$ cat src/rtl/fblr_pkg.sv
// Shared constants, command codes and controller/datapath interface types for the line rasterizer.
package fblr_pkg;

    // Framebuffer storage and coordinate sizing.
    localparam int FB_BYTES    = 32768;
    localparam int FB_ADDR_W   = $clog2(FB_BYTES);
    localparam int COORD_WIDTH = 10;

    // Fixed field widths of the command and result beats.
    localparam int KIND_W  = 2;
    localparam int COLOR_W = 8;
    localparam int ADDR_W  = 15;
    localparam int DIM_W   = 11;
    localparam int COUNT_W = 11;
    localparam int ROT_W   = 2;
    localparam int CFG_IDX_W = 2;

    // Internal arithmetic widths.
    localparam int ERR_W  = COORD_WIDTH + 3;
    localparam int MAP_W  = ((COORD_WIDTH + 1 > DIM_W) ? COORD_WIDTH + 1 : DIM_W) + 2;
    localparam int RB_W   = DIM_W - 2;
    localparam int CALC_W = 20;
    localparam int CNT_W  = $clog2(FB_BYTES + 1);

    // Command kinds.
    localparam logic [KIND_W-1:0] KIND_LINE  = 2'd0;
    localparam logic [KIND_W-1:0] KIND_CLEAR = 2'd1;
    localparam logic [KIND_W-1:0] KIND_READ  = 2'd2;
    localparam logic [KIND_W-1:0] KIND_NONE  = 2'd3;

    // Configuration register indexes.
    localparam logic [CFG_IDX_W-1:0] CFG_ROTATION   = 2'd0;
    localparam logic [CFG_IDX_W-1:0] CFG_MEM_WIDTH  = 2'd1;
    localparam logic [CFG_IDX_W-1:0] CFG_MEM_HEIGHT = 2'd2;

    // Rotation codes.
    localparam logic [ROT_W-1:0] ROT_0   = 2'd0;
    localparam logic [ROT_W-1:0] ROT_90  = 2'd1;
    localparam logic [ROT_W-1:0] ROT_180 = 2'd2;
    localparam logic [ROT_W-1:0] ROT_270 = 2'd3;

    // Configuration reset values.
    localparam logic [DIM_W-1:0] WIDTH_RESET  = 11'd800;
    localparam logic [DIM_W-1:0] HEIGHT_RESET = 11'd272;

    // Panel seam: logical coordinates past this point (at or past it, but for rotation 0) skip a gap of columns.
    localparam int SEAM_POS = 396;
    localparam int SEAM_GAP = 8;

    localparam logic [COLOR_W-1:0] PIX_MSB_MASK = 8'h80;

    // Commands from the controller to the datapath.
    typedef struct packed {
        logic load;        // capture the accepted command beat
        logic plot_step;   // map the current pixel and advance the line walk
        logic mem_rd_pix;  // read the byte under the mapped pixel
        logic mem_wr_pix;  // write back the modified pixel byte
        logic mem_rd_cmd;  // read the byte named by a read command
        logic clr_setup;   // compute the number of bytes to fill
        logic fill_step;   // write one fill byte
        logic present;     // drive the result fields
    } fblr_cmd_t;

    // Status from the datapath to the controller.
    typedef struct packed {
        logic line_done;   // the pixel just mapped is the last of the line
        logic clear_end;   // every byte of the clear area is written
    } fblr_sts_t;

endpackage

$ cat src/rtl/fblr_ctrl.sv
// Command sequencer for the line rasterizer: accepts commands and steps the datapath.
module fblr_ctrl (
    input  logic                     clk,
    input  logic                     rst_n,
    input  logic                     start,
    input  logic [fblr_pkg::KIND_W-1:0] kind,
    input  fblr_pkg::fblr_sts_t      sts,
    output fblr_pkg::fblr_cmd_t      cmd,
    output logic                     busy,
    output logic                     done
);
    import fblr_pkg::*;

    localparam logic [2:0] ST_IDLE    = 3'd0;
    localparam logic [2:0] ST_L_ADDR  = 3'd1;
    localparam logic [2:0] ST_L_READ  = 3'd2;
    localparam logic [2:0] ST_L_WRITE = 3'd3;
    localparam logic [2:0] ST_C_SETUP = 3'd4;
    localparam logic [2:0] ST_C_FILL  = 3'd5;
    localparam logic [2:0] ST_R_READ  = 3'd6;
    localparam logic [2:0] ST_DONE    = 3'd7;

    logic [2:0] state_reg;
    logic [2:0] state_next;

    always_comb
    begin
        state_next = state_reg;
        cmd        = '0;
        case (state_reg)
            ST_IDLE:
            begin
                if (start)
                begin
                    cmd.load = 1'b1;
                    case (kind)
                        KIND_LINE:  state_next = ST_L_ADDR;
                        KIND_CLEAR: state_next = ST_C_SETUP;
                        KIND_READ:  state_next = ST_R_READ;
                        default:    state_next = ST_DONE;
                    endcase
                end
            end
            ST_L_ADDR:
            begin
                cmd.plot_step = 1'b1;
                state_next    = ST_L_READ;
            end
            ST_L_READ:
            begin
                cmd.mem_rd_pix = 1'b1;
                state_next     = ST_L_WRITE;
            end
            ST_L_WRITE:
            begin
                // The write-back of this pixel overlaps the mapping of the next one.
                cmd.mem_wr_pix = 1'b1;
                if (sts.line_done)
                begin
                    state_next = ST_DONE;
                end
                else
                begin
                    cmd.plot_step = 1'b1;
                    state_next    = ST_L_READ;
                end
            end
            ST_C_SETUP:
            begin
                cmd.clr_setup = 1'b1;
                state_next    = ST_C_FILL;
            end
            ST_C_FILL:
            begin
                if (sts.clear_end)
                begin
                    state_next = ST_DONE;
                end
                else
                begin
                    cmd.fill_step = 1'b1;
                end
            end
            ST_R_READ:
            begin
                cmd.mem_rd_cmd = 1'b1;
                state_next     = ST_DONE;
            end
            ST_DONE:
            begin
                cmd.present = 1'b1;
                state_next  = ST_IDLE;
            end
            default:
            begin
                state_next = ST_IDLE;
            end
        endcase
    end

    always_ff @(posedge clk or negedge rst_n)
    begin
        if (!rst_n)
        begin
            state_reg <= ST_IDLE;
        end
        else
        begin
            state_reg <= state_next;
        end
    end

    assign busy = (state_reg != ST_IDLE);
    assign done = (state_reg == ST_DONE);

endmodule

$ cat config.mk
export PLATFORM = sky130hd
export DESIGN_NAME = fblr_ctrl
export DESIGN_NICKNAME = d
export VERILOG_FILES = /design/src/rtl/fblr_pkg.sv /design/src/rtl/fblr_ctrl.sv
export SDC_FILE = /design/constraint.sdc
export NUM_CORES = 1
export LEC_CHECK = 0
export ABC_CLOCK_PERIOD_IN_PS = 1200
export BUFFER_PORTS_ARGS = -buffer_cell sky130_fd_sc_hd__buf_2
export CAP_MARGIN = 20
export CORE_AREA = 2 2 39 41
export CTS_BUF_LIST = sky130_fd_sc_hd__clkbuf_16
export DETAILED_ROUTE_END_ITERATION = 12
export DIE_AREA = 0 0 41 43
export GPL_TIMING_DRIVEN = 0
export PLACE_DENSITY_LB_ADDON = 0.2
export SLEW_MARGIN = 20
export SYNTH_ARGS = -nofsm -noshare
export SYNTH_HDL_FRONTEND = slang
export SYNTH_SLANG_ARGS = --single-unit
$ cat constraint.sdc
create_clock -name clk -period 1.2 [get_ports clk]
set_clock_uncertainty 0.2 [all_clocks]
set_input_delay 0.18 -clock clk [delete_from_list [all_inputs] [get_ports clk]]
set_output_delay 0.18 -clock clk [all_outputs]
set_load 0.01 [all_outputs]
==> results.ini <==
[outcome]
outcome=finished, violations left
failed_checks=setup timing

[routing]
drcViolationCount=0
drt_pass1_iterations=1
drt_iter0_drc=0
final_antenna_net_count=0
vias=355
wl_per_cell_um=11.3
routed_wl_um=906
drt-vias-per-instance=4.44

[synthesis]
postSynthAreaPerCell_sq_um=9.51
synth_fp_nets=45
synth_cells=35
yosysWarningCount=0
synth_top_area_share_pct=22.6
yosys_register_bits=3
mappedNetlistArea_sq_um=333
seq_area_frac_synth_pct=22.6
yosysTopAreaCell=dfrtp_1
synthArstFlopShare_pct=100
edff_count_synth=0
dominant_register_cell_in_the_synthesized_netlist=dfrtp_1
synth_cell_types=22
commonest_cells_post_synth=and3_1 (3), dfrtp_1 (3), ha_1 (3)
yosys-top-cells-area=dfrtp_1 (23%), ha_1 (11%), nand2b_4 (8.3%), and3_1 (5.6%), nor3_4 (4.9%)

[cts]
cts_num_sinks=3
cts.path.max_buffers=2
clk_root_buffer_cell=clkbuf_16
htree_num_levels=1
cts.reportedPaths.clkPinSlew_ps=30
cts_made_buffers=3
cts_tree=done
clock_insertion_delay_worst_skew_ps=220

[sta]
hold_slack_ps=17.1
number_of_failing_hold_endpoints_at_the_final_stage=0
setup_viol_count_final=13
final.setup.worst_slack_ps=-376
setup_repair_after_global_routing_missed_its_margin=true
timing_worst_slew_pin_value_ps=201
max_slew_margin_pct=86.6
finalCriticalPeriod_ps=1580
final_max_slew_viol_count=0
max_clock_freq_ghz=0.635
fin_crit_sh_pct=131

[grt]
grt_start_max_net_pins=9
groute.usage.overall_pct=12.2
grt_pass1_wl_um=1460
first_global_vias=356
globalRouteOverflowTotal=0
antenna_violations_before_repair=0

[hold_path]
cell_count_of_the_worst_hold_path=2
whs_endpoint=state_reg[2]$_DFFE_PN0P_
min-delay-path-class=in2reg
min_from=sts[1]

[floorplanning]
initial_core_util_pct=24.1
fp.dieArea_sq_mm=0.00176
die_height_um=43
floorplan.die.width_um=41
placementRows=14
number_of_ports_placed_on_the_die_boundary=17
core_region_area_sq_mm=0.00138

[setup_path]
timing.reg2reg.worst_path_depth=5
rrSetupSlack_ps=-140
setup.worst_path.end_class=primary output
worst-endpoint-required_ps=820
cp-startpoint=state_reg[2]$_DFFE_PN0P_
startpoint_types=flop
critPathMaxFanout=7
crit_arrival_ps=1200
timing.rr.start=state_reg[2]$_DFFE_PN0P_
worstSetupPathType=reg2out
worst_r2r_endpoint=state_reg[1]$_DFFE_PN0P_

[place]
port_buffers=16
dp.final_hpwl_um=554
gp_congestion=0.672

[power_and_ir_drop]
p_per_area_mw_per_mm2=3020
total_leakage_power_nw=0.361
worst_ir_drop_on_vdd_v=0.000988

[job]
maxCapViolCount=0

[cells_and_area]
layout.filler_cells=118
final_nets=75
largest_register_ff_count=3
drive_above_1_share_pct=81.3
antenna_diode_count=0
areaGrowthSynthToFinish_pct=119
finalCoreUtilization_pct=52.7

area by class of cell:
cell class / count / area, sq um / area share (%)
Clock buffer: 3 / 75.1 / 10.3
Sequential cell: 3 / 77.6 / 10.6
Multi-Input combinational cell: 25 / 290 / 39.8
Inverter: 4 / 25.0 / 3.43
Timing Repair Buffer: 26 / 215 / 29.5
Tap cell: 16 / 20.0 / 2.74
Clock inverter: 1 / 3.75 / 0.515
Buffer: 2 / 22.5 / 3.09
cell families (layout without fill, tap and decap cells):
kind of cell	after synthesis	in the layout	synth area share, %
buf+inv	7	36	12.4
flops	3	3	22.6
fa+ha+maj	3	3	11.3
simple gates	15	15	32.7
compound gates	7	7	21.1
metal layers:
layer	GRT usage, %	vias up	share of wire [%]
li1	-	179	-
met3	3.14	0	3.9
met2	18.8	10	57
met5	0	-	0
met1	14.8	166	39
met4	6.00	0	0
what timing repair did:
item	4_1_cts	5_1_grt
setup endpoints to repair	13	13
setup buffers	8	1
hold buffers	1	0
resized for setup	8	22
endpoints found under the hold margin	3	0
pin swaps	3	4
stage by stage:
| step | total power (W) | cell area [sq um] | setup WS, ps | setup TNS (ps) | std cells |
|---|---|---|---|---|---|
| finish | 0.00220 | 729 | -376 | -3320 | 80 |
| global route | 0.00233 | 729 | -401 | -3820 | 80 |
| CTS | 0.00192 | 639 | -390 | -3300 | 80 |
| detailed placement | 0.00110 | 462 | -210 | -1260 | 67 |
| global placement | 0.00110 | 462 | -203 | -1260 | 67 |
| floorplan | 0.000875 | 362 | -68.4 | -170 | 35 |
where the power goes:
part,total [W],internal [W],leakage (nW),switching (W)
combinational,0.00142,0.000827,0.286,0.000592
sequential,0.000267,0.000164,0.0327,0.000102
clock,0.000518,0.000429,0.0423,0.0000889
critical path, stage by stage, from the launching register on:
cell and delay [ps]:
dfrtp_1 380, buf_6 140, or3_4 320, buf_6 120
worst max path at each step:
stage	cells past startpoint	to
6_report	3	busy
5_1_grt	3	busy
4_1_cts	3	busy
3_5_place_dp	3	busy
3_3_place_gp	3	busy
2_1_floorplan	2	busy
placed cells by master, fill, tap and decap left out:
cell type | synthesis | routed
nand2_4 | 0 | 1
o211ai_1 | 1 | 1
buf_6 | 1 | 14
dlygate4sd3_1 | 0 | 1
nand2b_4 | 2 | 3
inv_6 | 0 | 2
dfrtp_1 | 3 | 1
and3_4 | 0 | 3
nor2b_4 | 0 | 1
or3_4 | 0 | 1
o311ai_4 | 0 | 1
a211oi_2 | 0 | 1
nand2b_1 | 2 | 1
nor3_2 | 0 | 2
inv_1 | 2 | 3
nor3_4 | 1 | 1
buf_4 | 2 | 2
buf_2 | 0 | 11
a21boi_2 | 1 | 1
nor2_1 | 2 | 1
o221ai_2 | 1 | 1
a21o_1 | 1 | 1
clkbuf_16 | 0 | 3
o21ai_2 | 0 | 1
dfrtp_2 | 0 | 2
ha_1 | 3 | 3
nor2_2 | 0 | 1
Note: power is estimated with default switching activity, not from simulation.
